**src/hw/rtl/utf16_name_to_escaped_file_name_defines.svh**
```systemverilog
// assertion macros for the utf-16 name to escaped file name block
`ifndef UTF16_NAME_TO_ESCAPED_FILE_NAME_DEFINES_SVH
`define UTF16_NAME_TO_ESCAPED_FILE_NAME_DEFINES_SVH
`ifndef SYNTH
`define U16FN_ASSERT_IMP(lbl, ante, cons) \
	lbl: assert property (@(posedge clk) disable iff (!arst_n) (ante) |-> (cons)) \
		else $error("u16fn assertion failed");
`define U16FN_ASSERT_NEXT(lbl, ante, cons) \
	lbl: assert property (@(posedge clk) disable iff (!arst_n) (ante) |=> (cons)) \
		else $error("u16fn assertion failed");
`else
`define U16FN_ASSERT_IMP(lbl, ante, cons)
`define U16FN_ASSERT_NEXT(lbl, ante, cons)
`endif
`endif

```
**src/hw/rtl/u16fn_pkg.sv**
```systemverilog
// shared types, constants and helpers of the escaped file name block
`default_nettype none
package u16fn_pkg;
	localparam int CuW  = 16;
	localparam int ChW  = 8;
	localparam int CpW  = 21;
	localparam int CntW = 9;

	localparam logic [63:0]    FnvBasis   = 64'hCBF29CE484222325;
	localparam logic [CpW-1:0] CpRepl     = 21'h00FFFD;
	localparam logic [CpW-1:0] CpSuppBase = 21'h010000;
	localparam logic [7:0]     LimReset   = 8'd180;

	localparam logic [ChW-1:0] ChPct   = 8'h25;
	localparam logic [ChW-1:0] ChTilde = 8'h7E;
	localparam logic [ChW-1:0] ChDot   = 8'h2E;
	localparam logic [ChW-1:0] ChD     = 8'h64;
	localparam logic [ChW-1:0] ChB     = 8'h62;

	// one request from the sequencer to the output stage
	typedef struct packed {
		logic           push;
		logic           fin;
		logic           nc_end;
		logic [ChW-1:0] ch;
	} out_req_t;

	// hash register operations
	typedef struct packed {
		logic clr;
		logic upd;
		logic shl;
	} hash_op_t;

	function automatic logic [ChW-1:0] hex_char(input logic [3:0] n);
		return (n < 4'd10) ? (8'h30 + {4'b0, n}) : (8'h37 + {4'b0, n});
	endfunction

	function automatic logic is_plain(input logic [7:0] b);
		return (b >= 8'h61 && b <= 8'h7A) || (b >= 8'h41 && b <= 8'h5A) ||
			(b >= 8'h30 && b <= 8'h39) || b == 8'h2D || b == 8'h5F;
	endfunction
endpackage
`default_nettype wire

```
**src/hw/rtl/u16fn_esc.sv**
```systemverilog
// utf-8 byte selection and percent escape character unit
`default_nettype none
module u16fn_esc (
	input  wire logic [u16fn_pkg::CpW-1:0] cp,
	input  wire logic [1:0]                nb_m1,
	input  wire logic [1:0]                bi,
	input  wire logic [1:0]                ci,
	output logic [7:0]                     byte_val,
	output logic [u16fn_pkg::ChW-1:0]      ch,
	output logic                           byte_done
);
	import u16fn_pkg::*;

	logic plain;

	always_comb begin
		case (nb_m1)
			2'd0: byte_val = cp[7:0];
			2'd1: byte_val = (bi == 2'd0) ? {3'b110, cp[10:6]} : {2'b10, cp[5:0]};
			2'd2: begin
				case (bi)
					2'd0:    byte_val = {4'b1110, cp[15:12]};
					2'd1:    byte_val = {2'b10, cp[11:6]};
					default: byte_val = {2'b10, cp[5:0]};
				endcase
			end
			default: begin
				case (bi)
					2'd0:    byte_val = {5'b11110, cp[20:18]};
					2'd1:    byte_val = {2'b10, cp[17:12]};
					2'd2:    byte_val = {2'b10, cp[11:6]};
					default: byte_val = {2'b10, cp[5:0]};
				endcase
			end
		endcase
	end

	assign plain = is_plain(byte_val);

	always_comb begin
		if (plain) begin
			ch = byte_val;
		end else begin
			case (ci)
				2'd0:    ch = ChPct;
				2'd1:    ch = hex_char(byte_val[7:4]);
				default: ch = hex_char(byte_val[3:0]);
			endcase
		end
	end

	assign byte_done = plain || (ci == 2'd2);
endmodule
`default_nettype wire

```
**src/hw/rtl/u16fn_hash.sv**
```systemverilog
// fnv-1a 64-bit hash register with nibble readout by shifting
`default_nettype none
module u16fn_hash (
	input  wire logic                clk,
	input  wire logic                arst_n,
	input  wire u16fn_pkg::hash_op_t op,
	input  wire logic [7:0]          byte_val,
	output logic [3:0]               nib
);
	import u16fn_pkg::*;

	logic [63:0] hash_q;
	logic [63:0] x;
	logic [63:0] prod;

	// prime is 2^40 + 0x1b3
	assign x    = hash_q ^ {56'b0, byte_val};
	assign prod = (x << 40) + (x << 8) + (x << 7) + (x << 5) + (x << 4) + (x << 1) + x;
	assign nib  = hash_q[63:60];

	always_ff @(posedge clk or negedge arst_n) begin
		if (!arst_n) begin
			hash_q <= FnvBasis;
		end else if (op.clr) begin
			hash_q <= FnvBasis;
		end else if (op.upd) begin
			hash_q <= prod;
		end else if (op.shl) begin
			hash_q <= {hash_q[59:0], 4'b0};
		end
	end
endmodule
`default_nettype wire

```
**src/hw/rtl/u16fn_out.sv**
```systemverilog
// one-char hold stage and output register, marks the final char of each item
`default_nettype none
module u16fn_out (
	input  wire logic                      clk,
	input  wire logic                      arst_n,
	input  wire u16fn_pkg::out_req_t       req,
	input  wire logic                      tready,
	output logic                           adv,
	output logic                           pend_busy,
	output logic                           tvalid,
	output logic [u16fn_pkg::ChW-1:0]      tdata,
	output logic                           tlast,
	output logic                           tuser
);
	import u16fn_pkg::*;

	logic           pend_v_q;
	logic [ChW-1:0] pend_ch_q;
	logic           out_v_q;
	logic [ChW-1:0] out_ch_q;
	logic           out_last_q;
	logic           out_nc_q;
	logic           move;

	assign adv       = !(pend_v_q && out_v_q && !tready);
	assign move      = adv && pend_v_q && (req.push || req.fin);
	assign pend_busy = pend_v_q;
	assign tvalid    = out_v_q;
	assign tdata     = out_ch_q;
	assign tlast     = out_last_q;
	assign tuser     = out_nc_q;

	always_ff @(posedge clk or negedge arst_n) begin
		if (!arst_n) begin
			pend_v_q <= 1'b0;
			out_v_q  <= 1'b0;
		end else begin
			if (move) begin
				out_v_q <= 1'b1;
			end else if (tready) begin
				out_v_q <= 1'b0;
			end
			if (adv) begin
				if (req.push) begin
					pend_v_q <= 1'b1;
				end else if (req.fin) begin
					pend_v_q <= 1'b0;
				end
			end
		end
	end

	always_ff @(posedge clk) begin
		if (move) begin
			out_ch_q   <= pend_ch_q;
			out_last_q <= req.fin;
			out_nc_q   <= req.fin && req.nc_end;
		end
		if (adv && req.push) begin
			pend_ch_q <= req.ch;
		end
	end
endmodule
`default_nettype wire

```
**src/hw/rtl/utf16_name_to_escaped_file_name.sv**
```systemverilog
// top level: utf-16 name to percent-escaped file name with fnv-1a hash tail when cut
//
// usage
//   s_axis carries one utf-16 code unit per item; tuser flags a valid unit
//   and tlast ends the name. m_axis carries one ascii char per item; tlast
//   marks the final char caused by an input item and tuser marks the final
//   char ('b' of ".db") of the whole file name.
//   cfg_we/cfg_wdata write the kept-char limit (reset 180, 0 acts as 1);
//   write it only while no item is in flight.
// timing
//   one item at a time: s_axis_tready is high only while the sequencer idles.
//   a unit item goes through accept, dispatch, decode, end check and flush,
//   with one step per emitted or dropped char in between (one char per plain
//   byte, three per escaped byte); a low surrogate skips the decode. the end
//   of a name adds '~' and 16 hex digits when chars were dropped, then ".db"; a
//   high surrogate still held there is replaced first. the shared escape unit
//   makes one char per cycle unless the output stalls; the hold stage keeps
//   each char until the next one or the item flush shows whether it is the last.
// reset and stalls
//   reset clears the name state, loads the hash offset basis and the limit.
//   a stalled receiver freezes the sequencer once the hold stage and output
//   register are both full; nothing is lost.
`default_nettype none
`include "utf16_name_to_escaped_file_name_defines.svh"
module utf16_name_to_escaped_file_name (
	input  wire logic                     clk,
	input  wire logic                     arst_n,
	input  wire logic                     s_axis_tvalid,
	output logic                          s_axis_tready,
	input  wire logic [u16fn_pkg::CuW-1:0] s_axis_tdata,  // code_unit[15:0]
	input  wire logic                     s_axis_tuser,  // has_unit
	input  wire logic                     s_axis_tlast,  // end_of_name
	output logic                          m_axis_tvalid,
	input  wire logic                     m_axis_tready,
	output logic [u16fn_pkg::ChW-1:0]     m_axis_tdata,  // out_char[7:0]
	output logic                          m_axis_tlast,  // last_of_run
	output logic                          m_axis_tuser,  // name_complete
	input  wire logic                     cfg_we,
	input  wire logic [7:0]               cfg_wdata
);
	import u16fn_pkg::*;

	typedef enum logic [3:0] {
		S_IDLE, S_UNIT, S_FRESH, S_BYTE, S_END, S_TRUNC, S_HEX, S_DOT, S_D, S_B, S_FIN
	} state_t;

	state_t          state_q;
	logic [CuW-1:0]  unit_q;
	logic            end_q;
	logic            held_q;
	logic [9:0]      hs_q;
	logic [CpW-1:0]  cp_q;
	logic [1:0]      nb_q;
	logic [1:0]      bi_q;
	logic [1:0]      ci_q;
	logic            after_fresh_q;
	logic [CntW-1:0] cnt_q;
	logic [3:0]      nib_idx_q;
	logic [7:0]      lim_q;

	logic [CntW-1:0] lim;
	logic            keep;
	logic            is_hi;
	logic            is_lo;
	logic [CpW-1:0]  pair_cp;
	logic [CpW-1:0]  unit_cp;
	logic [7:0]      byte_val;
	logic [ChW-1:0]  esc_ch;
	logic            byte_done;
	logic [3:0]      nib;
	logic            adv;
	logic            pend_busy;
	logic            gated;
	out_req_t        req;
	hash_op_t        hop;

	function automatic logic [1:0] utf8_len_m1(input logic [CpW-1:0] cp);
		if (cp < 21'h80) begin
			return 2'd0;
		end else if (cp < 21'h800) begin
			return 2'd1;
		end else if (cp < 21'h10000) begin
			return 2'd2;
		end
		return 2'd3;
	endfunction

	assign lim     = (lim_q == 8'd0) ? 9'd1 : {1'b0, lim_q};
	assign keep    = cnt_q < lim;
	assign is_hi   = unit_q[15:10] == 6'b110110;
	assign is_lo   = unit_q[15:10] == 6'b110111;
	assign pair_cp = CpSuppBase + {1'b0, hs_q, unit_q[9:0]};
	assign unit_cp = {5'b0, unit_q};

	assign s_axis_tready = state_q == S_IDLE;

	u16fn_esc u_esc (
		.cp        (cp_q),
		.nb_m1     (nb_q),
		.bi        (bi_q),
		.ci        (ci_q),
		.byte_val  (byte_val),
		.ch        (esc_ch),
		.byte_done (byte_done)
	);

	u16fn_hash u_hash (
		.clk      (clk),
		.arst_n   (arst_n),
		.op       (hop),
		.byte_val (byte_val),
		.nib      (nib)
	);

	u16fn_out u_out (
		.clk       (clk),
		.arst_n    (arst_n),
		.req       (req),
		.tready    (m_axis_tready),
		.adv       (adv),
		.pend_busy (pend_busy),
		.tvalid    (m_axis_tvalid),
		.tdata     (m_axis_tdata),
		.tlast     (m_axis_tlast),
		.tuser     (m_axis_tuser)
	);

	// char requests: escaped and empty-name chars go through the limit gate,
	// the suffix always goes out, the '~' and hash tail only when chars were dropped
	always_comb begin
		req        = '0;
		req.nc_end = end_q;
		gated      = 1'b0;
		case (state_q)
			S_BYTE: begin
				gated    = 1'b1;
				req.push = keep;
				req.ch   = esc_ch;
			end
			S_END: begin
				if (end_q && !held_q && cnt_q == '0) begin
					gated    = 1'b1;
					req.push = keep;
					req.ch   = ChPct;
				end
			end
			S_TRUNC: begin
				req.push = cnt_q > lim;
				req.ch   = ChTilde;
			end
			S_HEX: begin
				req.push = 1'b1;
				req.ch   = hex_char(nib);
			end
			S_DOT: begin
				req.push = 1'b1;
				req.ch   = ChDot;
			end
			S_D: begin
				req.push = 1'b1;
				req.ch   = ChD;
			end
			S_B: begin
				req.push = 1'b1;
				req.ch   = ChB;
			end
			S_FIN: begin
				req.fin = 1'b1;
			end
			default: begin
				req = '0;
			end
		endcase
	end

	assign hop.upd = adv && state_q == S_BYTE && ci_q == 2'd0;
	assign hop.shl = adv && state_q == S_HEX;
	assign hop.clr = adv && state_q == S_B;

	always_ff @(posedge clk or negedge arst_n) begin
		if (!arst_n) begin
			lim_q <= LimReset;
		end else if (cfg_we) begin
			lim_q <= cfg_wdata;
		end
	end

	always_ff @(posedge clk or negedge arst_n) begin
		if (!arst_n) begin
			state_q       <= S_IDLE;
			unit_q        <= '0;
			end_q         <= 1'b0;
			held_q        <= 1'b0;
			hs_q          <= '0;
			cp_q          <= '0;
			nb_q          <= '0;
			bi_q          <= '0;
			ci_q          <= '0;
			after_fresh_q <= 1'b0;
			cnt_q         <= '0;
			nib_idx_q     <= '0;
		end else if (adv) begin
			// counter saturates one past the limit
			if (gated && cnt_q <= lim) begin
				cnt_q <= cnt_q + 9'd1;
			end
			case (state_q)
				S_IDLE: begin
					if (s_axis_tvalid) begin
						unit_q  <= s_axis_tdata;
						end_q   <= s_axis_tlast;
						state_q <= s_axis_tuser ? S_UNIT : S_END;
					end
				end
				S_UNIT: begin
					if (held_q) begin
						held_q <= 1'b0;
						bi_q   <= '0;
						ci_q   <= '0;
						state_q <= S_BYTE;
						if (is_lo) begin
							cp_q          <= pair_cp;
							nb_q          <= utf8_len_m1(pair_cp);
							after_fresh_q <= 1'b0;
						end else begin
							// broken pair: replacement, then the unit on its own
							cp_q          <= CpRepl;
							nb_q          <= utf8_len_m1(CpRepl);
							after_fresh_q <= 1'b1;
						end
					end else begin
						state_q <= S_FRESH;
					end
				end
				S_FRESH: begin
					after_fresh_q <= 1'b0;
					bi_q          <= '0;
					ci_q          <= '0;
					if (is_hi) begin
						held_q  <= 1'b1;
						hs_q    <= unit_q[9:0];
						state_q <= S_END;
					end else if (is_lo) begin
						cp_q    <= CpRepl;
						nb_q    <= utf8_len_m1(CpRepl);
						state_q <= S_BYTE;
					end else begin
						cp_q    <= unit_cp;
						nb_q    <= utf8_len_m1(unit_cp);
						state_q <= S_BYTE;
					end
				end
				S_BYTE: begin
					if (byte_done) begin
						ci_q <= '0;
						if (bi_q == nb_q) begin
							state_q <= after_fresh_q ? S_FRESH : S_END;
						end else begin
							bi_q <= bi_q + 2'd1;
						end
					end else begin
						ci_q <= ci_q + 2'd1;
					end
				end
				S_END: begin
					if (!end_q) begin
						state_q <= S_FIN;
					end else if (held_q) begin
						// high surrogate left open at the end of the name
						held_q        <= 1'b0;
						cp_q          <= CpRepl;
						nb_q          <= utf8_len_m1(CpRepl);
						bi_q          <= '0;
						ci_q          <= '0;
						after_fresh_q <= 1'b0;
						state_q       <= S_BYTE;
					end else begin
						state_q <= S_TRUNC;
					end
				end
				S_TRUNC: begin
					nib_idx_q <= '0;
					state_q   <= (cnt_q > lim) ? S_HEX : S_DOT;
				end
				S_HEX: begin
					nib_idx_q <= nib_idx_q + 4'd1;
					if (nib_idx_q == 4'hF) begin
						state_q <= S_DOT;
					end
				end
				S_DOT: begin
					state_q <= S_D;
				end
				S_D: begin
					state_q <= S_B;
				end
				S_B: begin
					cnt_q   <= '0;
					held_q  <= 1'b0;
					hs_q    <= '0;
					state_q <= S_FIN;
				end
				S_FIN: begin
					state_q <= S_IDLE;
				end
				default: begin
					state_q <= S_IDLE;
				end
			endcase
		end
	end

	`U16FN_ASSERT_IMP(a_idle_hold_empty, state_q == S_IDLE, !pend_busy)
	`U16FN_ASSERT_IMP(a_complete_is_last, m_axis_tvalid && m_axis_tuser, m_axis_tlast)
	`U16FN_ASSERT_IMP(a_complete_is_b, m_axis_tvalid && m_axis_tuser, m_axis_tdata == ChB)
	`U16FN_ASSERT_NEXT(a_busy_after_accept, s_axis_tvalid && s_axis_tready, !s_axis_tready)
	`U16FN_ASSERT_IMP(a_tail_no_held, state_q == S_HEX, !held_q)
endmodule
`default_nettype wire
```
**config.mk**
```make
export PLATFORM = sky130hd
export DESIGN_NAME = utf16_name_to_escaped_file_name
export DESIGN_NICKNAME = d
export VERILOG_FILES = /design/src/hw/rtl/u16fn_pkg.sv /design/src/hw/rtl/u16fn_esc.sv /design/src/hw/rtl/u16fn_hash.sv /design/src/hw/rtl/u16fn_out.sv /design/src/hw/rtl/utf16_name_to_escaped_file_name.sv
export VERILOG_INCLUDE_DIRS = /design/src /design/src/hw/rtl
export SDC_FILE = /design/constraint.sdc
export NUM_CORES = 1
export LEC_CHECK = 0
export BUFFER_PORTS_ARGS = -buffer_cell sky130_fd_sc_hd__buf_2
export CAP_MARGIN = 20
export CORE_UTILIZATION = 66
export DETAILED_ROUTE_END_ITERATION = 8
export MAX_ROUTING_LAYER = met4
export PLACE_DENSITY = 0.83
export SETUP_SLACK_MARGIN = 0.3
export SLEW_MARGIN = 10
export SYNTH_ARGS = -nofsm -noshare
export SYNTH_HDL_FRONTEND = slang
export SYNTH_HIERARCHICAL = 1
export SYNTH_SLANG_ARGS = --single-unit
```
**constraint.sdc**
```tcl
create_clock -name clk -period 19.5 [get_ports clk]
set_clock_uncertainty 0.15 [all_clocks]
set_input_delay 5.85 -clock clk [delete_from_list [all_inputs] [get_ports clk]]
set_output_delay 5.85 -clock clk [all_outputs]
set_load 0.01 [all_outputs]
```
==> results of run 1 <==
[final timing paths]
check,from,end,slack [ns],cells after the start
max in group asynchronous,arst_n,u_hash/hash_q[46]$_DFFE_PN0P_,12.46,2
worst min register to register,u_out/pend_ch_q[0]$_DFFE_PP_,u_out/tdata[0]$_DFFE_PP_,0.29,0
worst max register to register,bi_q[0]$_DFFE_PN0P_,u_hash/hash_q[63]$_DFFE_PN1P_,11.12,22
worst max-delay path,m_axis_tready,u_hash/hash_q[58]$_DFFE_PN0P_,10.88,9
min in group asynchronous,arst_n,hs_q[4]$_DFFE_PN0P_,5.26,1
worst min-delay path,u_out/pend_ch_q[0]$_DFFE_PP_,u_out/tdata[0]$_DFFE_PP_,0.29,0
[critical path: stages]
cell,delay [ns]
buf_2,0.12
nor2b_4,0.05
nand2_1,0.28
and3_4,0.93
nor2b_1,0.87
nand2_1,0.17
nor4_1,0.32
a221oi_1,0.09
nand3_1,0.14
[layout by cell type (no fill, tap or decap), types with 10 or more instances in the layout]
master	netlist	final
nor2b_1	13	13
buf_2	6	41
inv_1	447	446
mux2_2	21	21
o22a_1	10	10
o22ai_1	15	15
mux2i_1	35	35
fa_1	245	245
edfxtp_1	18	18
clkbuf_16	0	17
a31oi_1	22	22
dfstp_2	32	32
nor2_1	124	123
a211o_1	12	12
and2_1	11	11
a21o_1	48	48
or2_2	11	11
a211oi_1	58	58
nand2_1	134	134
ha_1	136	136
buf_4	8	10
nand3_1	32	32
a21oi_1	126	126
o211ai_1	12	12
xor2_1	28	28
dfrtp_1	115	115
nor4_1	10	10
o21ai_0	90	90
nand4_1	18	18
xnor2_1	53	53
o31ai_1	14	14
nor3_1	28	28
o21bai_1	12	12
nand2b_1	20	20
[stage by stage]
| step | hold WS, ns | cell area, um2 | utilization, % |
|---|---|---|---|
| floorplan | 0.250 | 20300 | - |
| global placement | 0.261 | 20600 | 69.1 |
| detailed placement | 0.255 | 20600 | 69.1 |
| CTS | 0.291 | 21200 | 71.0 |
| global route | 0.293 | 21200 | 71.0 |
| finish | 0.285 | 21200 | 71.0 |
[logic make-up after synthesis]
| kind of cell | share of synthesized area (%) |
|---|---|
| AOI/OAI and AO/OA | 18.0 |
| DFF | 21.0 |
| muxes | 3.49 |
| other | 0.0185 |
| adders and majority gates | 32.6 |
| buffers and inverters | 10.3 |
| xor gates and xnor gates | 3.50 |
| and+or+nand+nor | 11.0 |
[state kept, by name (all words and copies together) (netlist names), 2 cells and up]
| signal | flops |
|---|---|
| nb_q | 2 |
| ci_q | 2 |
| unit_q | 16 |
| u_hash/hash_q | 64 |
| u_out/tdata | 8 |
| u_out/pend_ch_q | 8 |
| nib_idx_q | 4 |
| hs_q | 10 |
| bi_q | 2 |
| cp_q | 21 |
| state_q | 4 |
| lim_q | 8 |
| cnt_q | 9 |
[cell type report]
cell class | instances | share of cell area [%]
clock buffers | 17 | 2.01
repair buffers | 52 | 1.37
clock inverters | 15 | 0.714
well taps | 390 | 2.30
inverters | 449 | 7.94
multi-input cells | 1511 | 65.6
flip-flops and latches | 165 | 20.1
[metal layers]
| metal | GRT usage (%) | wire [um] |
|---|---|---|
| met1 | 44.4 | 20700 |
| met2 | 59.2 | 25900 |
| met4 | 14.9 | 2170 |
| met5 | - | 0 |
| met3 | 3.91 | 2940 |
==> metrics.md, run 1 <==
| Metric | Value |
|---|---|
| Status | completed |
| Fin crit share | 44.2% |
| Setup TNS | 0 ns |
| Max-cap violation count | 0 |
| Top FF cell, synth | dfrtp_1 |
| Clk buf depth | 2 |
| Syn Nets | 2625 |
| Largest net degree at the start of global routing | 97 |
| Vias in the first global route | 16.3k |
| Setup crit end kind | register |
| Initial Util | 67.8% |
| Commonest cells post-synth | inv_1, fa_1, ha_1 |
| Fill cell count | 2213 |
| Synth Register Bits | 165 |
| Post-Syn Area | 20300 um2 |
| CTS Buf Count | 17 |
| Top cells by area, synth | fa_1, dfrtp_1, ha_1, inv_1, dfstp_2 |
| Cells after Synth | 2213 |
| Die Width | 177 um |
| Initial antenna violation count | 0 |
| Placed Cells | 2566 |
| EDFF count, synth | 18 |
| FMAX | 0.116 GHz |
| Root buffer cell | clkbuf_16 |
| Netlist cell types | 104 |
| P&R area growth vs syn | 4.76% |
| DR vias | 16.2k |
| IO Pins | 43 |
| Die H | 177 um |
| H-tree levels | 4 |
| Gr ovfl total | 0 |
| Clock transition at the registers of the reported paths | 0.08 ns |
| CP Class | primary input to register |
| Final Max Tran Viols | 0 |
| Worst-skew pair later-pin latency | 0.45 ns |
| RSZ-0062 raised after global routing | false |
| Syn. warnings | 6 |
| Std cell rows | 63 |
| Port bufs | 42 |
| Relative slew slack | 25.1% |
| Cts hold-fix bufs | 0 |
| Die area | 31400 um2 |
| Worst Tran Pin Value | 1.11 ns |
| Post-CTS Resized | 0 |
| Total Routing Usage GR | 35.7% |
| Fraction of registers with async set/reset | 89.1% |
| Syn avg cell area | 9.15 um2 |
| Most common cell in the synthesized netlist | inv_1 |
| # clock sinks | 165 |
| First-pass GRT wire length | 84600 um |
| CP required | 19.72 ns |
| Ant diodes | 0 |
| Hold WC Path Type | register to register |
| Yosys top cell by area | fa_1 |
| Post-synthesis sequential area ratio | 21.0% |
| Iteration-0 DRC Markers | 1317 |
| Final-report setup violation count | 0 |
| Hold Vio Cnt, Final | 0 |
| ANT nets after route | 0 |
| Non-Filler Instances | 2599 |
| Core ar. | 29900 um2 |
| Share of the synthesized area in the top cell type | 24.2% |
| Fraction of layout instances using a drive strength above 1 | 8.51% |
| CTS tree | done |
| Residual DRC | 0 |
| Tmin final | 8.62 ns |
| Crit path max fanout | 96 |
| Via density | 6.22 |
| HPWL after DPL | 40400 um |
| Area of the multi-input gates | 13900 um2 |
| WL/cell | 19.9 um |
| Final WL | 51700 um |
| Seq. cell area | 4260 um2 |
| Crit start category | primary input |
| Final WS setup | 10.88 ns |
| Pre-CTS setup slack | 10.53 ns |
| GP Congestion | 1.01 |
| Postcts setup bufs | 0 |
| Fin nets | 2608 |
| Arrival time at the worst endpoint | 8.84 ns |
| DRT Pass-1 Iters | 6 |
Power of run 1 is not shown: default switching activity piles up to over one toggle a cycle in this logic, so the estimate is an artifact.
==> run 2: changes to the inputs <==
CORE_UTILIZATION = 59   (was 66)
PLACE_DENSITY = 0.79   (was 0.83)
clock period = 7.6 ns   (was 19.5 ns; I/O delays follow)
==> metrics.md, run 2 (synthesized netlist as in run 1, its figures left out) <==
| Metric | Value |
|---|---|
| End of the critical path | u_hash/hash_q[61]$_DFFE_PN0P_ |
| Reg with most FFs | u_hash/hash_q |
| Final core occ | 63.9% |
| Clk buf depth | 2 |
| Fin crit share | 91.8% |
| Max reg flops | 64 |
| FF-to-FF setup slack | 0.63 ns |
| Vias in the first global route | 16.6k |
| Port bufs | 42 |
| Hold Vio Cnt, Final | 0 |
| Total Routing Usage GR | 32.4% |
| Core ar. | 33600 um2 |
| Reg2Reg Launch Point | nb_q[1]$_DFFE_PN0P_ |
| Levels on crit path | 21 |
| Worst r2r path cells | 21 |
| Hold slack | 0.281 ns |
| Setup TNS | 0 ns |
| DRT Pass-1 Iters | 5 |
| IO Pins | 43 |
| Die Width | 187 um |
| FMAX | 0.143 GHz |
| Worst path cell trace | ha_1, nand3b_1, o21a_2, clkinvlp_4, xor2_2, inv_1, fa_1, inv_1, fa_1, fa_1, ha_1, ha_1, o211ai_1, o211ai_2, a21oi_2, a2111o_1, a2111o_1, a211oi_4, nor2_1, nor4bb_1, nor4_1 |
| Gr ovfl total | 0 |
| Fin nets | 2617 |
| Initial antenna violation count | 0 |
| CTS tree | done |
| Top delay family on crit path | adder cells |
| Most frequent cells in the layout | inv_1, fa_1, nand2_1, ha_1, a21oi_1 |
| Worst-skew pair later-pin latency | 0.45 ns |
| Critical Path Start | nb_q[1]$_DFFE_PN0P_ |
| Status | completed |
| DR vias | 16.2k |
| Fill cell count | 2814 |
| WL/cell | 20.0 um |
| Via density | 6.08 |
| Final-report setup violation count | 0 |
| CP Class | register to register |
| Final WL | 53200 um |
| Buf+Inv Stages, Crit Path | 3 |
| RSZ-0062 raised after global routing | false |
| CP required | 7.79 ns |
| Std cell rows | 67 |
| Worst Tran Pin Value | 1.01 ns |
| Cts hold-fix bufs | 0 |
| First-pass GRT wire length | 87200 um |
| HPWL after DPL | 41300 um |
| Critical R2R Capture | u_hash/hash_q[61]$_DFFE_PN0P_ |
| Die area | 35100 um2 |
| Setup crit end kind | register |
| Hold WC Path Type | register to register |
| Hold Crit Start | u_out/pend_ch_q[1]$_DFFE_PP_ |
| Root buffer cell | clkbuf_16 |
| Regs by FF count | u_hash/hash_q (64), cp_q (21), unit_q (16) |
| ANT nets after route | 0 |
| Residual DRC | 0 |
| Relative slew slack | 32.7% |
| Pre-CTS setup slack | 0.442 ns |
| GP Congestion | 0.986 |
| H-tree levels | 4 |
| Clock transition at the registers of the reported paths | 0.10 ns |
| Tmin final | 6.97 ns |
| Crit start category | register |
| Arrival time at the worst endpoint | 7.16 ns |
| Fraction of layout instances using a drive strength above 1 | 9.33% |
| Final Max Tran Viols | 0 |
| Postcts setup bufs | 0 |
| Final WS setup | 0.627 ns |
| Slowest cell on crit path | fa_1 |
| Commonest non-fill, non-tap cell in the layout | inv_1 |
| Initial Util | 60.2% |
| # clock sinks | 165 |
| Max-cap violation count | 0 |
| Die H | 187 um |
| Iteration-0 DRC Markers | 1304 |
| CTS Buf Count | 17 |
| Max incr delay on CP | 0.58 ns |
| Crit path max fanout | 11 |
| Largest net degree at the start of global routing | 100 |
| Ant diodes | 0 |
| P&R area growth vs syn | 6.15% |
## run 2: cell type report
cell class / instances / area, um2 / share of cell area (%)
Tap cell: 448 / 561 / 2.61
Clock buffer: 17 / 425 / 1.98
Clock inverter: 15 / 215 / 1.00
Inverter: 449 / 1690 / 7.86
Multi-Input combinational cell: 1511 / 14000 / 65.1
Sequential cell: 165 / 4260 / 19.8
Timing Repair Buffer: 61 / 359 / 1.67
## run 2: timing repair
action                                  in CTS  in global routing
gates resized for setup                      0                 13
hold endpoints to repair                     0                  0
endpoints found under the setup margin       0                 19
## run 2: worst min path at each step
stage | to | slack (ns) | cells past startpoint
2_1_floorplan | u_out/tdata[0]$_DFFE_PP_ | 0.25 | 0
3_3_place_gp | u_out/tdata[1]$_DFFE_PP_ | 0.26 | 0
3_5_place_dp | u_out/tdata[3]$_DFFE_PP_ | 0.26 | 0
4_1_cts | u_out/tdata[1]$_DFFE_PP_ | 0.28 | 0
5_1_grt | u_out/tdata[1]$_DFFE_PP_ | 0.29 | 0
6_report | u_out/tdata[1]$_DFFE_PP_ | 0.28 | 0
## run 2: per-stage QoR
stage | std cells | instance area (um2)
after floorplan | 2213 | 20300
after global placement | 2634 | 20800
after detailed placement | 2634 | 20800
after CTS | 2666 | 21400
after global routing | 2666 | 21500
final | 2666 | 21500
## run 2: per-layer routing
layer  GRT usage [%]  vias up  wire (um)
met5               -        -          0
met4            15.0        0       2720
met3            4.18      188       3060
met2            53.3      713      26300
met1            39.7     7921      21100
li1                -     7378          -
Power of run 2 is left out for the same reason.
